**config.mk**
```make
export PLATFORM = sky130hd
export DESIGN_NAME = gne_queue
export DESIGN_NICKNAME = d
export VERILOG_FILES = /design/src/gne_pkg.sv /design/src/gne_queue.sv
export SDC_FILE = /design/constraint.sdc
export NUM_CORES = 1
export LEC_CHECK = 0
export BUFFER_PORTS_ARGS = -buffer_cell sky130_fd_sc_hd__buf_2
export CAP_MARGIN = 15
export CORE_ASPECT_RATIO = 0.8
export CORE_MARGIN = 2
export CORE_UTILIZATION = 45
export CTS_CLUSTER_DIAMETER = 50
export DETAILED_ROUTE_END_ITERATION = 8
export GPL_TIMING_DRIVEN = 0
export HOLD_SLACK_MARGIN = 0.03
export PLACE_DENSITY = 0.7
export SYNTH_ARGS = -nofsm -noshare
export SYNTH_HDL_FRONTEND = slang
export SYNTH_SLANG_ARGS = --single-unit
```
**constraint.sdc**
```tcl
create_clock -name clk -period 2.5 [get_ports clk]
set_input_delay 0.125 -clock clk [delete_from_list [all_inputs] [get_ports clk]]
set_output_delay 0.125 -clock clk [all_outputs]
set_load 0.005 [all_outputs]
```
**src/gne_pkg.sv**
```systemverilog
// Shared types, constants and move tables for the grid neighbor edge expander.
// Used by every module of the block and by the bench.
`default_nettype none

package gne_pkg;

  localparam int COORD_W     = 11;  // holds coordinates up to 256 and -1 as a wrapped value
  localparam int CFG_IDX_W   = 3;
  localparam int CFG_DATA_W  = 9;
  localparam int EDGE_W      = 19;
  localparam int QUEUE_DEPTH = 2;

  localparam logic [EDGE_W-1:0] COST_MAX = 19'h7FFFF;

  // sqrt(2) with 40 fraction bits, 0x16A09E667F4, split into two halves
  localparam logic [20:0] SQRT2_HI = 21'h16A09E;
  localparam logic [19:0] SQRT2_LO = 20'h667F4;

  typedef enum logic [1:0] {
    MODE_WRITE = 2'd0,
    MODE_SUCC  = 2'd1,
    MODE_PRED  = 2'd2,
    MODE_NONE  = 2'd3
  } mode_t;

  typedef enum logic [CFG_IDX_W-1:0] {
    CFG_MAP_WIDTH  = 3'd0,
    CFG_MAP_HEIGHT = 3'd1,
    CFG_THRESHOLD  = 3'd2,
    CFG_GOAL_X     = 3'd3,
    CFG_GOAL_Y     = 3'd4
  } cfg_index_t;

  typedef enum logic [1:0] {
    CMD_WRITE,
    CMD_EXPAND,
    CMD_EMPTY
  } cmd_kind_t;

  typedef struct packed {
    cmd_kind_t  kind;
    logic       succ;
    logic [7:0] x;
    logic [7:0] y;
    logic [7:0] cost;
  } cmd_t;

  // Effective map size (already clamped) and the other settings.
  typedef struct packed {
    logic [8:0] width;
    logic [8:0] height;
    logic [7:0] threshold;
    logic [7:0] goal_x;
    logic [7:0] goal_y;
  } cfg_t;

  typedef enum logic [2:0] {
    ST_IDLE,
    ST_READ,
    ST_EVAL,
    ST_PICK,
    ST_MUL_HI,
    ST_MUL_LO,
    ST_SEND,
    ST_EMPTY
  } back_state_t;

  // 3x3 window cell k sits at (x + CELL_DX[k] - 1, y + CELL_DY[k] - 1); center is cell 4.
  localparam logic [1:0] CELL_DX [9] = '{2'd0, 2'd0, 2'd0, 2'd1, 2'd1, 2'd1, 2'd2, 2'd2, 2'd2};
  localparam logic [1:0] CELL_DY [9] = '{2'd0, 2'd1, 2'd2, 2'd0, 2'd1, 2'd2, 2'd0, 2'd1, 2'd2};
  localparam logic [3:0] CENTER_CELL = 4'd4;

  // Per move: target cell, and the two orthogonal cells a diagonal cuts past.
  localparam logic [3:0] MOVE_CELL [8] = '{4'd0, 4'd1, 4'd2, 4'd3, 4'd5, 4'd6, 4'd7, 4'd8};
  localparam logic [3:0] ORTHO_A   [8] = '{4'd3, 4'd1, 4'd5, 4'd3, 4'd5, 4'd3, 4'd7, 4'd5};
  localparam logic [3:0] ORTHO_B   [8] = '{4'd1, 4'd1, 4'd1, 4'd3, 4'd5, 4'd7, 4'd7, 4'd7};
  localparam logic [7:0] MOVE_DIAG = 8'b1010_0101;

  // Coordinate c shifted by d - 1; minus one wraps to the all-ones value.
  function automatic logic [COORD_W-1:0] cell_coord(input logic [7:0] c, input logic [1:0] d);
    return COORD_W'(c) + COORD_W'(d) - COORD_W'(1);
  endfunction

endpackage

`default_nettype wire

```
**src/gne_queue.sv**
```systemverilog
// Short command queue between the front end and the back end.
// Depends on gne_pkg for the command type and depth.
`default_nettype none

module gne_queue import gne_pkg::*; (
  input  logic clk,
  input  logic rst,
  input  logic push,
  input  cmd_t push_data,
  output logic full,
  input  logic pop,
  output logic not_empty,
  output cmd_t pop_data
);

  localparam int PW = (QUEUE_DEPTH > 1) ? $clog2(QUEUE_DEPTH) : 1;

  cmd_t            entries [QUEUE_DEPTH];
  logic [PW-1:0]   wr_ptr;
  logic [PW-1:0]   rd_ptr;
  logic [PW:0]     count;

  assign full      = (count == (PW+1)'(QUEUE_DEPTH));
  assign not_empty = (count != '0);
  assign pop_data  = entries[rd_ptr];

  always_ff @(posedge clk) begin
    if (push) begin
      entries[wr_ptr] <= push_data;
    end
  end

  always_ff @(posedge clk) begin
    if (rst) begin
      wr_ptr <= '0;
      rd_ptr <= '0;
      count  <= '0;
    end else begin
      if (push) begin
        wr_ptr <= (wr_ptr == PW'(QUEUE_DEPTH - 1)) ? '0 : wr_ptr + PW'(1);
      end
      if (pop) begin
        rd_ptr <= (rd_ptr == PW'(QUEUE_DEPTH - 1)) ? '0 : rd_ptr + PW'(1);
      end
      if (push && !pop) begin
        count <= count + (PW+1)'(1);
      end else if (pop && !push) begin
        count <= count - (PW+1)'(1);
      end
    end
  end

endmodule

`default_nettype wire

```
==> Word-level counts from Yosys, hierarchy flattened <==
Memory sizes are Yosys's and may differ from the RTL's. A register that Yosys moved wholly into a read port is not among the register bits.
Index checks and enable logic that the tools add are counted.
{ "word_totals": {"memories": 1, "in_bits": 31, "regBits": 4, "ram_bits": 54, "word_cells": 23, "out_inout_bits": 29} }
{ "op_classes": {"reduce_logical": 6, "eq_ne": 1, "n_addsub": 4, "mux": 8} }
{ "mem_list": {"columns": ["name", "depth", "width", "read_ports", "rd_clocked_by_memory_dff", "write_ports", "line", "text"], "rows": [
  ["entries", 2, 27, 1, 1, 1, "gne_queue.sv:18", "cmd_t entries [QUEUE_DEPTH];"]
]} }
{ "ops": {"columns": ["cell", "count"], "rows": [
  ["1-bit two-way mux", 6],
  ["2-bit two-way mux", 2],
  ["2-bit nonzero test", 2],
  ["1-bit adder, second input constant", 2],
  ["2-bit by 1-bit adder with 2-bit output, second input constant", 1],
  ["2-bit equality test, second input constant", 1],
  ["1-bit logical AND", 2],
  ["1-bit logical NOT", 2],
  ["2-bit by 1-bit subtractor with 2-bit output, second input constant", 1]
]} }

==> Longest topological paths before layout <==
Gate-level depths: netlist (run 1).
{ "logic_depth": {"depth_word": 4, "mapped_depth": 5, "mapped_depth_nobuf": 5} }

==> Worst setup path before layout (run 1) <==
Ideal clock, no wire load.
{ "synth_path": {"path_kind": "register to register", "startpoint": "register wr_ptr", "endpoint": "memory entries[0][0] (netlist bit) (enable)", "synth_period_minus_slack_ps": 1962, "arrival_time_ps": 1548, "required_time_ps": 2086, "stages_incl_launch_ff": 2, "path_buffers": 0, "path_slack_ps": 538, "setup_ps": 414, "path_cell_list": "dfxtp_1 > nor2b_1"} }
{ "synth_lines": {"columns": ["element", "line", "text"], "rows": [
  ["from (decl)", "gne_queue.sv:19", "logic [PW-1:0] wr_ptr;"],
  ["from (signal assigned)", "gne_queue.sv:40", "wr_ptr <= (wr_ptr == PW'(QUEUE_DEPTH - 1)) ? '0 : wr_ptr + PW'(1);"],
  ["to (decl)", "gne_queue.sv:18", null]
]} }
Straight into the memory's write port.

==> results of run 1 <==
-- per-layer routing --
layer  up-vias  wire, um
li1        606         -
met5         -         0
met2        57      1770
met3         2       296
met4         0        18
met1       576      1459
-- power by group through the flow --
stage / clock [uW] / combinational, uW / sequential (uW)
6_report: 887 / 273 / 1170
5_1_grt: 961 / 300 / 1170
4_1_cts: 910 / 273 / 1170
3_5_place_dp: 0 / 238 / 1190
3_3_place_gp: 0 / 222 / 1180
2_1_floorplan: 0 / 129 / 1180
-- sequential cells by signal (all words and copies together), names as in the netlist, named ones only --
signal	count
count	2
entries	54
rd_ptr	1
wr_ptr	1
-- worst max-delay path, stage by stage (launching register included) --
cell	delay, ps
dfxtp_1	300
buf_2	230
buf_6	190
mux2_2	350
buf_2	130
-- placed cells by master (no fill, tap or decap), drive strengths merged, types with 2 or more instances in the layout --
| cell | n |
|---|---|
| buf | 64 |
| bufinv | 2 |
| clkbuf | 10 |
| clkinv | 4 |
| dfxtp | 5 |
| dlygate4sd3 | 28 |
| edfxtp | 54 |
| mux2 | 27 |
| nor2 | 4 |
| xnor2 | 2 |
| xor2 | 2 |
-- metrics by stage --
step	power, uW	instances
3_5_place_dp	1426	226
3_3_place_gp	1407	225
5_1_grt	2431	271
4_1_cts	2351	270
6_report	2327	271
2_1_floorplan	1311	106
-- cells in the mapped netlist (2+ instances only) --
master / instances / share of area (%)
xor2_1: 2 / 0.81
edfxtp_1: 54 / 75
dfxtp_1: 5 / 4.6
xnor2_1: 2 / 0.81
mux2_2: 27 / 14
buf_6: 2 / 1.0
nor2_1: 4 / 0.69
-- cell type report --
type                    count  area (um2)  area share [%]
flip-flops and latches     59        1722           56.14
well taps                  60       75.07           2.448
plain buffers               3       27.53          0.8976
clock buffers              10       127.6           4.162
repair buffers             89       618.1           20.16
multi-input cells          43       412.9           13.46
clock inverters             6       80.08           2.611
inverters                   1       3.754          0.1224
-- logic make-up after synthesis --
group	after synthesis	synth area share (%)
DFF	59	79.58
AOI/OAI and AO/OA	2	0.4623
buffers and inverters	4	1.445
adders and majority gates	1	0.5783
and+or+nand+nor	9	2.256
muxes	27	14.05
xor gates and xnor gates	4	1.620
-- timing repair --
| action | 4_1_cts | 5_1_grt |
|---|---|---|
| setup buffers | 0 | 0 |
| hold buffers | 28 | 0 |
| endpoints found under the hold margin | 59 | 0 |
-- path summary, 6_finish.rpt --
check	slack, ps	cells after the start	endpoint	start
worst max-delay path	850	4	pop_data[0]	flip-flop
worst min-delay path	90	3	flip-flop	pop
worst max register to register	980	2	entries[1][8]	wr_ptr
worst min register to register	530	2	flip-flop	rd_ptr
==> run summary, run 1 <==
Status = complete, no violations
Die W = 81.52 um
Post-layout util = 66.71%
PostCTS Resize Cnt = 0
Clk slew on worst S/H paths = 60 ps
Layout cells sized above 1 = 51.66%
Syn nets = 138
Synth Register Bits = 59
Core Area = 4597 um2
Dpl hpwl = 2206 um
IO buf count = 59
RePlAce Congestion = 0.6310
Synth Instances = 106
Number of synthesized flops with an enable pin = 54
DR iter-0 viols = 19
GRT met1 Usage = 15.42%
Sequential area share after synthesis = 79.58%
Slew margin rel. = 54.83%
Yosys warns = 0
Worst setup SP type = flip-flop
Drt wl/cell = 13.08 um
Vias = 1241
Pwr/cell area = 758.7 nW/um2
Area delta synth->final = 41.76%
CTS Buffer Depth = 2
Post-Place Worst Slack = 688.1 ps
Synth unique cells = 17
Grt met3 use = 8.197%
Power Internal = 1861 uW
Placed Area = 2564 um2
FILL cells = 345
Drt drc = 0
First-pass GRT wire length = 5361 um
# diodes = 0
Die Span Y = 66.02 um
Switch Pwr = 465.4 uW
Vias in the first global route = 1220
Worst Setup End Kind = output port
Clock root cell = clkbuf_8
Final setup skew = 5.166 ps
DIE AREA = 5382 um2
Achievable clock frequency = 0.6057 GHz
Part of the power in the clock network = 38.1%
Syn Area/Cell = 20.41 um2
TritonCTS clock tree = built
# IOs = 60
Main synth FF type = edfxtp_1
Fraction of power consumed by sequential logic = 50.1%
Final Hold Fails = 0
Final Setup Violations = 0
Site Rows = 22
Worst Setup Path Type = flip-flop to output port
Worst vdd ir = 534.5 uV
Synth Cell Area = 2163 um2
Pin count of the biggest net entering global routing = 28
First-pass DRT Iterations = 6
CP arrival = 1530 ps
Count of pins over their slew limit = 0
Finished Cell Area = 3067 um2
H-tree levels = 3
CP max FO = 10
Initial Utilization = 47.06%
Sw Ratio = 20.00%
Static leakage = 0.001203 uW
Hold Slack = 88.52 ps
Setup ws final = 849.0 ps
Unrepaired setup endpoints after global routing = false
Async SR Flop Fraction = 0%
Max Cap Viol = 0
Antenna-violating nets left = 0
Final nets = 238
All-Layer GR Usage = 14.41%
Most crowded layer after global routing = met2
Least-Margin Pin Slew = 677.6 ps
Worst path required time = 2380 ps
Routed vias/inst = 4.579
CTS Sinks = 59
Fin crit share = 66.04%
Drt total wl = 3544 um
Met2 GRT Util = 23.77%
Grt ovf = 0
Tmin final = 1651 ps
Clk_lat worst skew = 330 ps
Combinational power share = 11.7%
Initial antenna violation count = 0
CTS buffer count = 9
Hold Path Class = input pin to flip-flop
Setup TNS = 0 ps
Note: power is estimated with default switching activity, not from simulation.
==> run 2, diff against run 1 <==
- clock period: 2.5 -> 1.6 ns (I/O delays scaled with it)
==> run 2 against run 1 <==
  * Total power up 51%
  * Final area shrank 0.49%
  * Clock power increased by 44%
  * Sequential power increased by 56%
  * Largest power group unchanged
  * Via count rose by 0.32%
  * Worst hold slack worse by 38 ps
  * Non-clock buffer count did not move
  * Critical path type unchanged
  * Sequential share of layout area rose by 0.28 points
  * Clock skew barely moved
  * Setup slack worse by 780 ps
  * Routed wire length grew 4.9%
  * Register-to-register slack worse by 770 ps
==> run summary, run 2 (synthesis gave the netlist of run 1 again) <==
Worst setup SP type = flip-flop
Vias = 1245 (+0.32%)
Fin crit share = 95.93%
CTS Sinks = 59 (unchanged)
Initial antenna violation count = 0 (unchanged)
Core Area = 4597 um2 (unchanged)
RePlAce Congestion = 0.6040 (-4.3%)
Site Rows = 22 (unchanged)
All-Layer GR Usage = 15.10% (+0.69 points)
TritonCTS clock tree = built
Achievable clock frequency = 0.6515 GHz
Slowest-stage cell, CP = mux2_2
Most frequent cells in the layout = buf_2, edfxtp_1, dlygate4sd3_1
Worst path required time = 1520 ps (-860 ps)
Tmin final = 1535 ps
Unrepaired setup endpoints after global routing = true
Routed vias/inst = 4.594 (+0.32%)
Count of pins over their slew limit = 0 (unchanged)
Cells after DPL = 226 (unchanged)
Worst Setup Path Type = flip-flop to output port
Non-Filler Instances = 271 (unchanged)
Static leakage = 0.001196 uW (-0.55%)
Slew margin rel. = 56.67% (+1.8 points)
DR iter-0 viols = 39 (+20)
Worst Setup End Kind = output port
CP arrival = 1450 ps (-80 ps)
Final Hold Fails = 0 (unchanged)
# IOs = 60 (unchanged)
IO buf count = 59 (unchanged)
Post-Place Worst Slack = -224.1 ps (-912.1 ps)
CP max FO = 10 (unchanged)
Final nets = 238 (unchanged)
Layout cells sized above 1 = 51.66% (unchanged)
Drt wl/cell = 13.71 um (+4.9%)
Setup ws final = 65.05 ps (-783.9 ps)
Clk slew on worst S/H paths = 60 ps (about the same)
CTS buffer count = 9 (unchanged)
H-tree levels = 3 (unchanged)
Antenna-violating nets left = 0 (unchanged)
Hold Path Class = input pin to flip-flop
Largest register FFs = 54 (unchanged)
Largest regs = entries x54, count x2
CP Cell Sequence = buf_4 > buf_6 > mux2_2 > buf_2
Dpl hpwl = 2364 um (+7.1%)
Final setup skew = 4.851 ps (-0.3155 ps)
# diodes = 0 (unchanged)
Status = complete, no violations
DIE AREA = 5382 um2 (unchanged)
Grt ovf = 0 (unchanged)
Die W = 81.52 um (unchanged)
Clock root cell = clkbuf_8
CP max stage delay = 350 ps (about the same)
Drt drc = 0 (unchanged)
Max Cap Viol = 0 (unchanged)
R2R Setup Slk = 210 ps (-770 ps)
Setup TNS = 0 ps (unchanged)
Pin count of the biggest net entering global routing = 28 (unchanged)
CTS Buffer Depth = 2 (unchanged)
Clk_lat worst skew = 330 ps (about the same)
Pwr/cell area = 1155 nW/um2 (+52%)
First-pass GRT wire length = 5658 um (+5.5%)
Initial Utilization = 47.06% (unchanged)
Final Setup Violations = 0 (unchanged)
Post-layout util = 66.39% (-0.33 points)
Area delta synth->final = 41.06%
Post-CTS setup buffer count = 0 (unchanged)
Commonest non-fill, non-tap cell in the layout = buf_2
Drt total wl = 3716 um (+4.9%)
First-pass DRT Iterations = 4 (-2)
Die Span Y = 66.02 um (unchanged)
FILL cells = 317 (-8.1%)
Vias in the first global route = 1278 (+4.8%)
Worst vdd ir = 808.5 uV (+51%)
Least-Margin Pin Slew = 650.0 ps (-27.62 ps)
Most flops, register = entries
==> run 2: final cells by class <==
| class | instances | area, um2 | share of cell area [%] |
|---|---|---|---|
| buffer | 3 | 30.03 | 0.9840 |
| clock buffer | 15 | 196.4 | 6.437 |
| clock inverter | 1 | 5.005 | 0.1640 |
| inverter | 1 | 3.754 | 0.1230 |
| multi-input combinational | 43 | 419.2 | 13.74 |
| sequential | 59 | 1722 | 56.42 |
| tap | 60 | 75.07 | 2.460 |
| timing repair buffer | 89 | 600.6 | 19.68 |
==> run 2: worst max-delay path: cells and delay by family, from the launching register on <==
family / cells / cell delay (ps)
buf+inv: 3 / 480
mux: 1 / 350
flops: 1 / 310
==> run 2: worst paths after layout <==
path	from	to	cells past startpoint
hold reg to reg	count[1]	count[1]	2
setup / recovery	flip-flop	pop_data[2]	4
hold / removal	push	wr_ptr	3
setup reg to reg	wr_ptr	entries[1][17]	1
==> run 2: where the power goes <==
part / switching [uW] / internal (uW) / total, uW
sequential: 28.8 / 1790 / 1820
clock: 507 / 772 / 1280
combinational: 178 / 245 / 422
==> run 2: stage by stage <==
stage               power [uW]  hold slack [ps]  instance area, um2
finish                    3524            50.93                3052
CTS                       3558            67.63                3047
detailed placement        2225            271.0                2551
global route              3679            81.79                3052
floorplan                 2049            149.1                2166
global placement          2196            267.0                2536
==> run 2: routing by layer <==
metal / vias up / track usage (%) / routed length (um)
met5: - / 0 / 0
met4: 0 / 4.449 / 38
met3: 5 / 9.290 / 304
met2: 48 / 27.15 / 1994
met1: 587 / 14.05 / 1378
li1: 605 / - / -
==> run 2: timing repair <==
| action | in CTS | in global routing |
|---|---|---|
| resized for setup | 2 | 1 |
| setup endpoints to repair | 47 | 21 |
| hold endpoints to repair | 59 | 0 |
| hold buffers | 29 | 0 |
