--- src/gne_pkg.sv ---
// Shared types, constants and move tables for the grid neighbor edge expander.
// Used by every module of the block and by the bench.
`default_nettype none

package gne_pkg;

  localparam int COORD_W     = 11;  // holds coordinates up to 256 and -1 as a wrapped value
  localparam int CFG_IDX_W   = 3;
  localparam int CFG_DATA_W  = 9;
  localparam int EDGE_W      = 19;
  localparam int QUEUE_DEPTH = 2;

  localparam logic [EDGE_W-1:0] COST_MAX = 19'h7FFFF;

  // sqrt(2) with 40 fraction bits, 0x16A09E667F4, split into two halves
  localparam logic [20:0] SQRT2_HI = 21'h16A09E;
  localparam logic [19:0] SQRT2_LO = 20'h667F4;

  typedef enum logic [1:0] {
    MODE_WRITE = 2'd0,
    MODE_SUCC  = 2'd1,
    MODE_PRED  = 2'd2,
    MODE_NONE  = 2'd3
  } mode_t;

  typedef enum logic [CFG_IDX_W-1:0] {
    CFG_MAP_WIDTH  = 3'd0,
    CFG_MAP_HEIGHT = 3'd1,
    CFG_THRESHOLD  = 3'd2,
    CFG_GOAL_X     = 3'd3,
    CFG_GOAL_Y     = 3'd4
  } cfg_index_t;

  typedef enum logic [1:0] {
    CMD_WRITE,
    CMD_EXPAND,
    CMD_EMPTY
  } cmd_kind_t;

  typedef struct packed {
    cmd_kind_t  kind;
    logic       succ;
    logic [7:0] x;
    logic [7:0] y;
    logic [7:0] cost;
  } cmd_t;

  // Effective map size (already clamped) and the other settings.
  typedef struct packed {
    logic [8:0] width;
    logic [8:0] height;
    logic [7:0] threshold;
    logic [7:0] goal_x;
    logic [7:0] goal_y;
  } cfg_t;

  typedef enum logic [2:0] {
    ST_IDLE,
    ST_READ,
    ST_EVAL,
    ST_PICK,
    ST_MUL_HI,
    ST_MUL_LO,
    ST_SEND,
    ST_EMPTY
  } back_state_t;

  // 3x3 window cell k sits at (x + CELL_DX[k] - 1, y + CELL_DY[k] - 1); center is cell 4.
  localparam logic [1:0] CELL_DX [9] = '{2'd0, 2'd0, 2'd0, 2'd1, 2'd1, 2'd1, 2'd2, 2'd2, 2'd2};
  localparam logic [1:0] CELL_DY [9] = '{2'd0, 2'd1, 2'd2, 2'd0, 2'd1, 2'd2, 2'd0, 2'd1, 2'd2};
  localparam logic [3:0] CENTER_CELL = 4'd4;

  // Per move: target cell, and the two orthogonal cells a diagonal cuts past.
  localparam logic [3:0] MOVE_CELL [8] = '{4'd0, 4'd1, 4'd2, 4'd3, 4'd5, 4'd6, 4'd7, 4'd8};
  localparam logic [3:0] ORTHO_A   [8] = '{4'd3, 4'd1, 4'd5, 4'd3, 4'd5, 4'd3, 4'd7, 4'd5};
  localparam logic [3:0] ORTHO_B   [8] = '{4'd1, 4'd1, 4'd1, 4'd3, 4'd5, 4'd7, 4'd7, 4'd7};
  localparam logic [7:0] MOVE_DIAG = 8'b1010_0101;

  // Coordinate c shifted by d - 1; minus one wraps to the all-ones value.
  function automatic logic [COORD_W-1:0] cell_coord(input logic [7:0] c, input logic [1:0] d);
    return COORD_W'(c) + COORD_W'(d) - COORD_W'(1);
  endfunction

endpackage

`default_nettype wire

--- src/gne_if.sv ---
// Valid/ready channel interfaces for the request and result streams.
// Depends on nothing but the port widths of the block.
`default_nettype none

interface gne_req_if;
  logic       valid;
  logic       ready;
  logic [1:0] mode;
  logic [7:0] cell_x;
  logic [7:0] cell_y;
  logic [7:0] cell_cost;

  modport source (output valid, mode, cell_x, cell_y, cell_cost, input ready);
  modport sink   (input valid, mode, cell_x, cell_y, cell_cost, output ready);
endinterface


`default_nettype wire

--- src/gne_front.sv ---
// Front end: accepts request transfers and classifies them into commands.
// Depends on gne_pkg and gne_req_if; feeds gne_queue.
`default_nettype none

module gne_front import gne_pkg::*; #(
  parameter int MAP_DIM = 256
) (
  gne_req_if.sink    req,
  input  cfg_t       cfg,
  input  logic       q_full,
  output logic       q_push,
  output cmd_t       q_data
);

  logic in_store;
  logic in_map;
  logic at_goal;

  assign in_store = (COORD_W'(req.cell_x) < COORD_W'(MAP_DIM))
                 && (COORD_W'(req.cell_y) < COORD_W'(MAP_DIM));
  assign in_map   = ({1'b0, req.cell_x} < cfg.width) && ({1'b0, req.cell_y} < cfg.height);
  assign at_goal  = (req.cell_x == cfg.goal_x) && (req.cell_y == cfg.goal_y);

  always_comb begin
    q_data.succ = 1'b0;
    q_data.x    = req.cell_x;
    q_data.y    = req.cell_y;
    q_data.cost = req.cell_cost;
    unique case (mode_t'(req.mode))
      MODE_WRITE: begin
        q_data.kind = in_store ? CMD_WRITE : CMD_EMPTY;
      end
      MODE_SUCC: begin
        q_data.succ = 1'b1;
        q_data.kind = (in_map && !at_goal) ? CMD_EXPAND : CMD_EMPTY;
      end
      MODE_PRED: begin
        q_data.kind = in_map ? CMD_EXPAND : CMD_EMPTY;
      end
      default: begin
        q_data.kind = CMD_EMPTY;
      end
    endcase
  end

  assign req.ready = !q_full;
  assign q_push    = req.valid && !q_full;

endmodule

`default_nettype wire

--- src/flat_wrapper.sv ---
// flat-port wrapper written by rule: the top's interface ports become plain ports
module gne_front_flat import gne_pkg::*;
#(
  parameter int MAP_DIM = 256
)
  (cfg, q_full, q_push, q_data, req_valid, req_mode, req_cell_x, req_cell_y, req_cell_cost, req_ready);
  gne_req_if req_i ();
  input  cfg_t cfg;
  input  logic q_full;
  output logic q_push;
  output cmd_t q_data;
  input wire logic [$bits(req_i.valid)-1:0] req_valid;
  input wire logic [$bits(req_i.mode)-1:0] req_mode;
  input wire logic [$bits(req_i.cell_x)-1:0] req_cell_x;
  input wire logic [$bits(req_i.cell_y)-1:0] req_cell_y;
  input wire logic [$bits(req_i.cell_cost)-1:0] req_cell_cost;
  output wire logic [$bits(req_i.ready)-1:0] req_ready;
  assign req_i.valid = req_valid;
  assign req_i.mode = req_mode;
  assign req_i.cell_x = req_cell_x;
  assign req_i.cell_y = req_cell_y;
  assign req_i.cell_cost = req_cell_cost;
  assign req_ready = req_i.ready;
  gne_front #(.MAP_DIM(MAP_DIM)) u_core (.req(req_i), .cfg(cfg), .q_full(q_full), .q_push(q_push), .q_data(q_data));
endmodule
--- config.mk ---
export PLATFORM = sky130hd
export DESIGN_NAME = gne_front_flat
export DESIGN_NICKNAME = d
export VERILOG_FILES = /design/src/gne_pkg.sv /design/src/gne_if.sv /design/src/gne_front.sv /design/src/flat_wrapper.sv
export SDC_FILE = /design/constraint.sdc
export NUM_CORES = 1
export LEC_CHECK = 0
export CAP_MARGIN = 20
export CORE_ASPECT_RATIO = 1.5
export CORE_MARGIN = 4
export CORE_UTILIZATION = 24
export DETAILED_ROUTE_END_ITERATION = 7
export DONT_BUFFER_PORTS = 1
export GPL_TIMING_DRIVEN = 0
export PLACE_DENSITY_LB_ADDON = 0.12
export SLEW_MARGIN = 20
export SYNTH_ARGS = -nofsm -noshare
export SYNTH_HDL_FRONTEND = slang
export SYNTH_SLANG_ARGS = --single-unit
--- constraint.sdc ---
create_clock -name vclk -period 3.45
set_input_delay 0.345 -clock vclk [all_inputs]
set_output_delay 0.345 -clock vclk [all_outputs]
set_load 0.1 [all_outputs]
# Word-level counts from Yosys, hierarchy flattened
# Cells that the tools add are included.
# W data, S select, Z words.
# word_totals
wordCells	17
ff_bits	0
inputBits	70
out_inout_bits	29
# op_classes
reduce_logical	7
n_lt_le_gt_ge	2
muxes	4
n_eq_ne	4
# ops
operator	n
$lt A8 B9 Y1	2
$eq A8 B8 Y1	2
$pmux W2 S3	1
$logic_and A1 B1 Y1	4
$mux W2	2
$eq A2 B1 Y1 const B	1
$eq A2 B2 Y1 const B	1
$logic_not A1 Y1	2
$logic_not A2 Y1	1
$mux W1	1

# Logic depth before layout (Yosys ltp)
# Gate-level depths: netlist of the first run.
# depth
depth_word	6
ltp_mapped	7
mapped_depth_nobuf	7

# Worst setup path before layout of the first run
# OpenSTA, ideal clock, no wires.
# synth_timing
kind	input -> output
start	input port cfg[31] (netlist bit)
end	output port q_data[26] (netlist bit)
setup_slack_ps	-177
path_stages	7
t_arrival_ps	3282
required_time_ps	3105
n_path_buf	0
cell_sequence	inv_1 > ha_1 > and4b_1 > o211ai_1 > a21oi_1 > a211oi_2 > o21ai_0
# synth_rtl
element	line_no	source
from (decl)	flat_wrapper.sv:8	input cfg_t cfg;
to (decl)	flat_wrapper.sv:11	output cmd_t q_data;

==> flow_metrics.py, run 1 <==
metrics = {
    "global_route": {
        "grt_pass1_vias": 713,
        "grt_pass1_wl_um": 2930,
        "track_usage_pct": 8.89,
        "grt_start_max_net_pins": 5,
        "antenna_found_initial": 0,
        "overflow": 0,
    },
    "worst_setup_path": {
        "critPathMaxFanout": 2,
        "max_stage_delay_ns": 0.75,
        "crit_chain": "inv_1 > ha_1 > a211oi_1 > nor3_1 > a211o_1 > a211oi_2 > o211a_1",
        "criticalPathCategory": "primary input to output port",
        "start_kind": "primary input",
        "endpoint_kind": "output port",
        "required_ns": 3.11,
        "arrival_ns": 2.17,
        "slowest_stage": "o211a_1",
    },
    "floorplan": {
        "ioPinCount": 99,
        "die_area_um2": 4140,
        "die_h_um": 76.8,
        "initial_core_util_pct": 25.5,
        "die_w_um": 53.9,
        "core_region_area_um2": 2970,
        "fp-row-count": 24,
    },
    "layout": {
        "drive_above_1_share_pct": 28.7,
        "fillers": 345,
        "nets": 187,
        "diodes": 0,
        "n_clock_buffer": 0,
        "seq_cells": 0,
        "area_growth_pct": 7.59,
        "seqCellArea_um2": 0,
    },
    "yosys": {
        "yosys_warnings": 0,
        "syn-num-nets": 185,
        "synth.distinct_cells": 24,
        "ys_seq_area_share_pct": 0,
        "yosys.area.top_type": "buf_4",
        "synth_area_um2": 758,
        "avgSynthCellArea_um2": 7.51,
        "synthTopCellsByCount": "buf_4 (24), xnor2_1 (16), inv_1 (15), ha_1 (14)",
        "synth_top_area_share_pct": 23.8,
        "ys_top_cells_by_area": "buf_4 (24%), ha_1 (23%), xnor2_1 (18%), inv_1 (7.4%), nand4_1 (3.3%)",
        "synthCells": 101,
        "yosys.cell_count.top_type": "buf_4",
    },
    "sta": {
        "worstMarginPinSlew_ns": 1.11,
        "min_period_over_period_pct": 72.8,
        "drv_slew": 0,
        "worst_slack_ns": 0.937,
        "maxSlewHeadroom_pct": 25.8,
        "fin_crit_ns": 2.51,
        "fmax_ghz": 0.398,
        "setup_violations": 0,
        "setup-tns-final_ns": 0,
        "rsz0062_at_grt": "false",
        "hold_violations": 0,
    },
    "power_and_ir_drop": {
        "seqPwrFrac_pct": 0,
        "clkPwrFrac_pct": 0,
        "ir_drop_mv": 0.103,
        "finalPower_w": 0.000232,
        "power-per-cell-area_nw_per_um2": 285,
        "p_leak_nw": 0.415,
        "p_int_w": 0.0000531,
        "p_switching_w": 0.000179,
        "pwr-share-comb_pct": 100.0,
        "switching_share_pct": 77.1,
    },
    "drt": {
        "routedWlPerCell_um": 14.4,
        "topRoutingLayerUsed": "met3",
        "routed-wl-met3_um": 289,
        "drt_iter0_markers": 8,
        "vias_per_cell": 4.57,
        "wl_um": 2010,
        "route.met2.wl_um": 1080,
        "wl_met1_um": 639,
        "dr_total_vias": 640,
        "drc": 0,
        "ant_nets": 0,
        "firstDrtPassIters": 2,
    },
    "clock_network": {
        "post_cts_resized": 0,
        "post_cts_buffers": 0,
        "cts_hold_buf": 0,
    },
    "place": {
        "hpwl_um": 1950,
        "place_congestion": 0.635,
        "pre_cts_ws_ns": 0.930,
        "portBuffers": 0,
    },
    "worst_hold_path": {
        "hp-class": "primary input to output port",
        "hold_path_end": "q_push",
        "worstHoldStart": "q_full",
        "holdPathStages": 1,
    },
    "job": {
        "maxCapViolCount": 0,
    },
    "status": {
        "outcome": "finished clean",
    },
}
-- cells in the final DEF, fill, tap and decap left out --
cell	instances
nand2b_1	2
and4b_1	1
xnor2_1	16
o21ai_0	2
nand4_1	4
a21oi_1	4
nor2_1	3
nor3_1	1
o211a_1	1
o221ai_1	1
a211oi_2	1
a31oi_1	1
a211o_1	1
buf_4	24
nor4_1	1
nand3_1	1
ha_1	14
o211ai_1	1
a211oi_1	1
and4b_2	1
o21ai_2	1
nand2_1	1
inv_1	15
a21o_1	1
nor2b_2	2
-- per-stage QoR --
step | util (%) | std cells | hold WS [ns] | instance area [um2]
floorplan | - | 101 | 0.902 | 758
global placement | 27.1 | 140 | 0.904 | 807
detailed placement | 27.4 | 140 | 0.867 | 816
CTS | 27.4 | 140 | 0.867 | 816
global route | 27.4 | 140 | 0.869 | 816
finish | 27.4 | 140 | 0.867 | 816
-- cells by family after synthesis --
family | Yosys count | synth area share, %
compound gates | 15 | 13.7
buf+inv | 39 | 31.2
simple gates | 17 | 13.5
fa+ha+maj | 14 | 23.1
xor+xnor | 16 | 18.5
-- worst max path at each step --
stage             from         end  slack, ns  cells after the start
5_1_grt        cfg[39]  q_data[25]       0.83                      7
3_5_place_dp   cfg[39]  q_data[25]       0.93                      7
4_1_cts        cfg[39]  q_data[25]       0.92                      7
6_report       cfg[39]  q_data[25]       0.94                      7
2_1_floorplan  cfg[31]  q_data[26]       0.58                      7
3_3_place_gp   cfg[31]  q_data[26]       0.45                      7
-- final cells by class --
class	count	area (um2)	share of cell area, %
inverters	15	56.3	6.90
well taps	39	48.8	5.98
multi-input cells	62	531	65.0
plain buffers	24	180	22.1
-- power groups by stage --
stage / Clock (W) / Combinational [W] / Sequential, W
floorplan: 0 / 0.000219 / 0
global placement: 0 / 0.000232 / 0
detailed placement: 0 / 0.000235 / 0
CTS: 0 / 0.000235 / 0
global route: 0 / 0.000245 / 0
finish: 0 / 0.000232 / 0
-- worst max-delay path, delay by kind of cell --
kind / cells / cell delay, ns
adder cells (fa/ha/maj): 1 / 0.27
AND/OR/NAND/NOR: 1 / 0.10
AO/OA/AOI/OAI: 4 / 1.43
buffers and inverters: 1 / 0.02
-- per-layer routing --
metal / vias up / GRT usage (%)
met5: - / 0
li1: 319 / -
met2: 52 / 17.1
met4: 0 / 0
met3: 0 / 1.55
met1: 269 / 10.1
Power figures use the tool's default switching activity.
==> inputs of run 2 (changes only) <==
clock period = 2.5 ns   (was 3.45 ns; I/O delays follow)
==> run 2 against run 1 <==
Routed wire length rose by 0.75%. Count of clock-buffer cells in the layout stayed put. Critical path depth did not move. Largest cell class unchanged. Die area stayed put. Core utilization unchanged. Global-route usage decreased by 0.15 points. Critical path type unchanged.
==> flow_metrics.py, run 2 (synthesized netlist as in run 1, its figures left out) <==
metrics = {
    "worst_setup_path": {
        "criticalPathCategory": "primary input to output port",
        "critPathMaxFanout": 2,
        "start_kind": "primary input",
        "required_ns": 2.25,
        "arrival_ns": 2.13,
        "endpoint_kind": "output port",
    },
    "global_route": {
        "track_usage_pct": 8.74,
        "overflow": 0,
        "met1_usage_pct": 9.32,
        "grt_pass1_vias": 671,
        "grt_start_max_net_pins": 5,
        "grt_pass1_wl_um": 2870,
        "top_usage_layer": "met2",
        "antenna_found_initial": 0,
        "use_met3_pct": 1.94,
        "grt.met2_usage_pct": 17.2,
    },
    "drt": {
        "dr_total_vias": 638,
        "ant_nets": 0,
        "drc": 0,
        "wl_um": 2030,
        "drt_iter0_markers": 10,
        "routedWlPerCell_um": 14.5,
        "vias_per_cell": 4.56,
        "firstDrtPassIters": 2,
    },
    "sta": {
        "rsz0062_at_grt": "false",
        "setup_violations": 0,
        "min_period_over_period_pct": 95.2,
        "drv_slew": 0,
        "fmax_ghz": 0.420,
        "maxSlewHeadroom_pct": 27.5,
        "worstMarginPinSlew_ns": 1.09,
        "fin_crit_ns": 2.38,
        "hold_violations": 0,
        "setup-tns-final_ns": 0,
    },
    "power_and_ir_drop": {
        "ir_drop_mv": 0.120,
        "finalPower_w": 0.000321,
        "power-per-cell-area_nw_per_um2": 393,
        "p_leak_nw": 0.415,
    },
    "clock_network": {
        "post_cts_buffers": 0,
        "cts_hold_buf": 0,
        "post_cts_resized": 0,
    },
    "status": {
        "outcome": "finished clean",
    },
    "floorplan": {
        "fp-row-count": 24,
        "ioPinCount": 99,
        "die_area_um2": 4140,
        "die_h_um": 76.8,
        "initial_core_util_pct": 25.5,
        "core_region_area_um2": 2970,
        "die_w_um": 53.9,
    },
    "layout": {
        "seq_cells": 0,
        "drive_above_1_share_pct": 28.7,
        "seqCellArea_um2": 0,
        "n_clock_buffer": 0,
        "final_common_cell": "buf_4",
        "area_growth_pct": 7.59,
        "nets": 187,
        "layout_common_cells": "buf_4 (24), xnor2_1 (16), inv_1 (15)",
        "fillers": 345,
        "diodes": 0,
    },
    "place": {
        "portBuffers": 0,
        "place_congestion": 0.677,
        "hpwl_um": 1970,
    },
    "worst_hold_path": {
        "worstHoldStart": "q_full",
        "hp-class": "primary input to output port",
        "holdPathStages": 1,
        "hold_path_end": "q_push",
    },
    "job": {
        "maxCapViolCount": 0,
    },
}
run 2: cell counts in the layout (fill, tap and decap cells not counted):
No cell type changed its count.
run 2: through the flow:
stage,cells,hold WS (ns),util [%],instance area (um2),setup WS (ns)
finish,140,0.677,27.4,816,0.119
global route,140,0.678,27.4,816,0.0478
floorplan,101,0.712,-,762,0.268
global placement,140,0.714,27.3,811,0.133
detailed placement,140,0.677,27.4,816,0.132
CTS,140,0.677,27.4,816,0.117
run 2: worst max-delay path, cell delays in order:
cell and delay [ns]:
inv_1 0.02, ha_1 0.28, a211oi_1 0.21, nor3_1 0.09, a211o_1 0.25, a211oi_2 0.26, o211a_1 0.76
run 2: report_power, final:
group | leakage, nW | internal [W] | switching [W] | total (W)
clock network | 0 | 0 | 0 | 0
logic | 0.415 | 0.0000735 | 0.000247 | 0.000321
registers | 0 | 0 | 0 | 0
total | 0.415 | 0.0000735 | 0.000247 | 0.000321
run 2: routing by layer:
layer	up-vias	part of all wire (%)
met5	-	0
met4	0	0
met3	0	15
met2	59	54
met1	259	31
li1	320	-
run 2: worst max-delay path by stage:
| stage | cells past startpoint | endpoint | startpoint | slack (ns) |
|---|---|---|---|---|
| 3_5_place_dp | 7 | q_data[25] | cfg[39] | 0.13 |
| 6_report | 7 | q_data[25] | cfg[39] | 0.12 |
| 3_3_place_gp | 6 | q_data[25] | cfg[31] | 0.13 |
| 5_1_grt | 7 | q_data[25] | cfg[35] | 0.05 |
| 2_1_floorplan | 6 | q_data[25] | cfg[31] | 0.27 |
| 4_1_cts | 7 | q_data[25] | cfg[39] | 0.12 |
run 2: final cells by class:
type               count  area [um2]  share of cell area (%)
well taps             39        48.8                    5.98
inverters             15        56.3                    6.90
plain buffers         24         180                    22.1
multi-input cells     62         531                    65.0
==> inputs of run 3 (changes only) <==
ABC_AREA = 1   (was not set)
==> run 3 against run 2 <==
Synthesized cell count rose by 100%. Via count rose by 55%. Global-route usage decreased by 1.7 points. Worst hold slack gained 0.0012 ns. Cell area is 32% higher. Setup slack gained 0.18 ns. Core utilization fell by 0.64 points. Die area increased by 30%. Maximum frequency rose by 8.0%. First-iteration DRC count up 40%. Largest cell class unchanged. Critical path depth is 3 lower.
==> flow_metrics.py, run 3 <==
metrics = {
    "yosys": {
        "synth.distinct_cells": 12,
        "avgSynthCellArea_um2": 4.92,
        "synthCells": 207,
        "syn-num-nets": 291,
        "synthTopCellsByCount": "nand2_1 (73), inv_1 (54), nor2_1 (29), buf_4 (24), ha_1 (14)",
        "synth_area_um2": 1020,
        "yosys.cell_count.top_type": "nand2_1",
        "ys_seq_area_share_pct": 0,
        "ys_top_cells_by_area": "nand2_1 (27%), inv_1 (20%), buf_4 (18%), ha_1 (17%), nor2_1 (11%)",
        "yosys.area.top_type": "nand2_1",
        "yosys_warnings": 0,
        "synth_top_area_share_pct": 26.9,
    },
    "floorplan": {
        "die_w_um": 61.2,
        "fp-row-count": 28,
        "core_region_area_um2": 4030,
        "die_area_um2": 5370,
        "ioPinCount": 99,
        "initial_core_util_pct": 25.3,
        "die_h_um": 87.8,
    },
    "sta": {
        "fmax_ghz": 0.453,
        "worstMarginPinSlew_ns": 1.09,
        "fin_crit_ns": 2.21,
        "hold_violations": 0,
        "rsz0062_at_grt": "false",
        "maxSlewHeadroom_pct": 27.4,
        "fin_hold_ws_ns": 0.678,
        "setup_violations": 0,
        "min_period_over_period_pct": 88.2,
        "drv_slew": 0,
        "setup-tns-final_ns": 0,
    },
    "layout": {
        "layout_common_cells": "nand2_1 (73), inv_1 (54), nor2_1 (27)",
        "n_clock_buffer": 0,
        "fillers": 481,
        "nets": 293,
        "final_common_cell": "nand2_1",
        "seqCellArea_um2": 0,
        "seq_cells": 0,
        "drive_above_1_share_pct": 15.0,
        "diodes": 0,
        "area_growth_pct": 6.02,
    },
    "job": {
        "maxCapViolCount": 0,
    },
    "global_route": {
        "grt_pass1_wl_um": 3070,
        "grt_start_max_net_pins": 5,
        "overflow": 0,
        "antenna_found_initial": 0,
        "grt_pass1_vias": 843,
        "track_usage_pct": 7.00,
    },
    "worst_setup_path": {
        "arrival_ns": 1.96,
        "slowest_stage": "nor2_2",
        "critPathMaxFanout": 3,
        "worst-path-buf-inv": 1,
        "cp-endpoint": "q_data[25]",
        "criticalPathCategory": "primary input to output port",
        "crit_family": "simple AND/OR/NAND/NOR gates",
        "cp.depth": 4,
        "cp-startpoint": "req_mode[0]",
        "crit_chain": "inv_1 > nor2_2 > nand3_1 > nand2_1",
        "required_ns": 2.25,
        "max_stage_delay_ns": 0.82,
        "endpoint_kind": "output port",
        "start_kind": "primary input",
    },
    "drt": {
        "wl_um": 2270,
        "routedWlPerCell_um": 9.01,
        "vias_per_cell": 3.92,
        "drc": 0,
        "dr_total_vias": 989,
        "ant_nets": 0,
        "drt_iter0_markers": 14,
        "firstDrtPassIters": 3,
    },
    "worst_hold_path": {
        "hp-class": "primary input to output port",
    },
    "clock_network": {
        "cts_hold_buf": 0,
        "post_cts_buffers": 0,
        "post_cts_resized": 0,
    },
    "place": {
        "portBuffers": 0,
        "place_congestion": 0.684,
        "hpwl_um": 2230,
    },
    "power_and_ir_drop": {
        "p_leak_nw": 0.788,
        "ir_drop_mv": 0.174,
        "power-per-cell-area_nw_per_um2": 312,
    },
    "status": {
        "outcome": "finished clean",
    },
}
==> run 3: cells by family (layout without fill, tap and decap cells) <==
logic type	after synthesis	in the layout	share of synthesized area [%]
adder cells (fa/ha/maj)	14	14	17.2
buffers and inverters	79	79	38.0
AO/OA/AOI/OAI	5	5	3.07
AND/OR/NAND/NOR	109	109	41.8
==> run 3: layer usage <==
layer / track usage (%) / share of wire [%] / vias to the layer above
li1: - / - / 567
met1: 6.71 / 32 / 376
met2: 15.1 / 56 / 46
met3: 1.33 / 12 / 0
met4: 0 / 0 / 0
met5: 0 / 0 / -
==> run 3: worst min-delay path by stage <==
stage / startpoint / end / slack [ns] / cells past startpoint
after floorplan: req_mode[1] / q_data[24] / 0.68 / 1
after CTS: q_full / q_push / 0.68 / 1
after global placement: req_mode[1] / q_data[24] / 0.68 / 1
after detailed placement: q_full / q_push / 0.68 / 1
final: q_full / q_push / 0.68 / 1
after global routing: q_full / q_push / 0.68 / 1
==> run 3: cell type report <==
type | instances | area (um2) | area share, %
well taps | 45 | 56.3 | 5.21
plain buffers | 24 | 180 | 16.7
multi-input cells | 128 | 637 | 59.0
inverters | 55 | 206 | 19.1
==> run 3: per-stage QoR <==
step                      instance area [um2]  utilization [%]  cells  total power, W  worst slack (ns)
after CTS                                1080             26.8    252        0.000342             0.276
after global placement                   1080             26.7    252        0.000342             0.276
final                                    1080             26.8    252        0.000337             0.295
after global routing                     1080             26.8    252        0.000365             0.182
after floorplan                          1020                -    207        0.000321             0.327
after detailed placement                 1080             26.8    252        0.000342             0.279
==> run 3: report_power, final <==
group	switching [W]	internal, W
registers	0	0
logic	0.000266	0.0000713
clock network	0	0
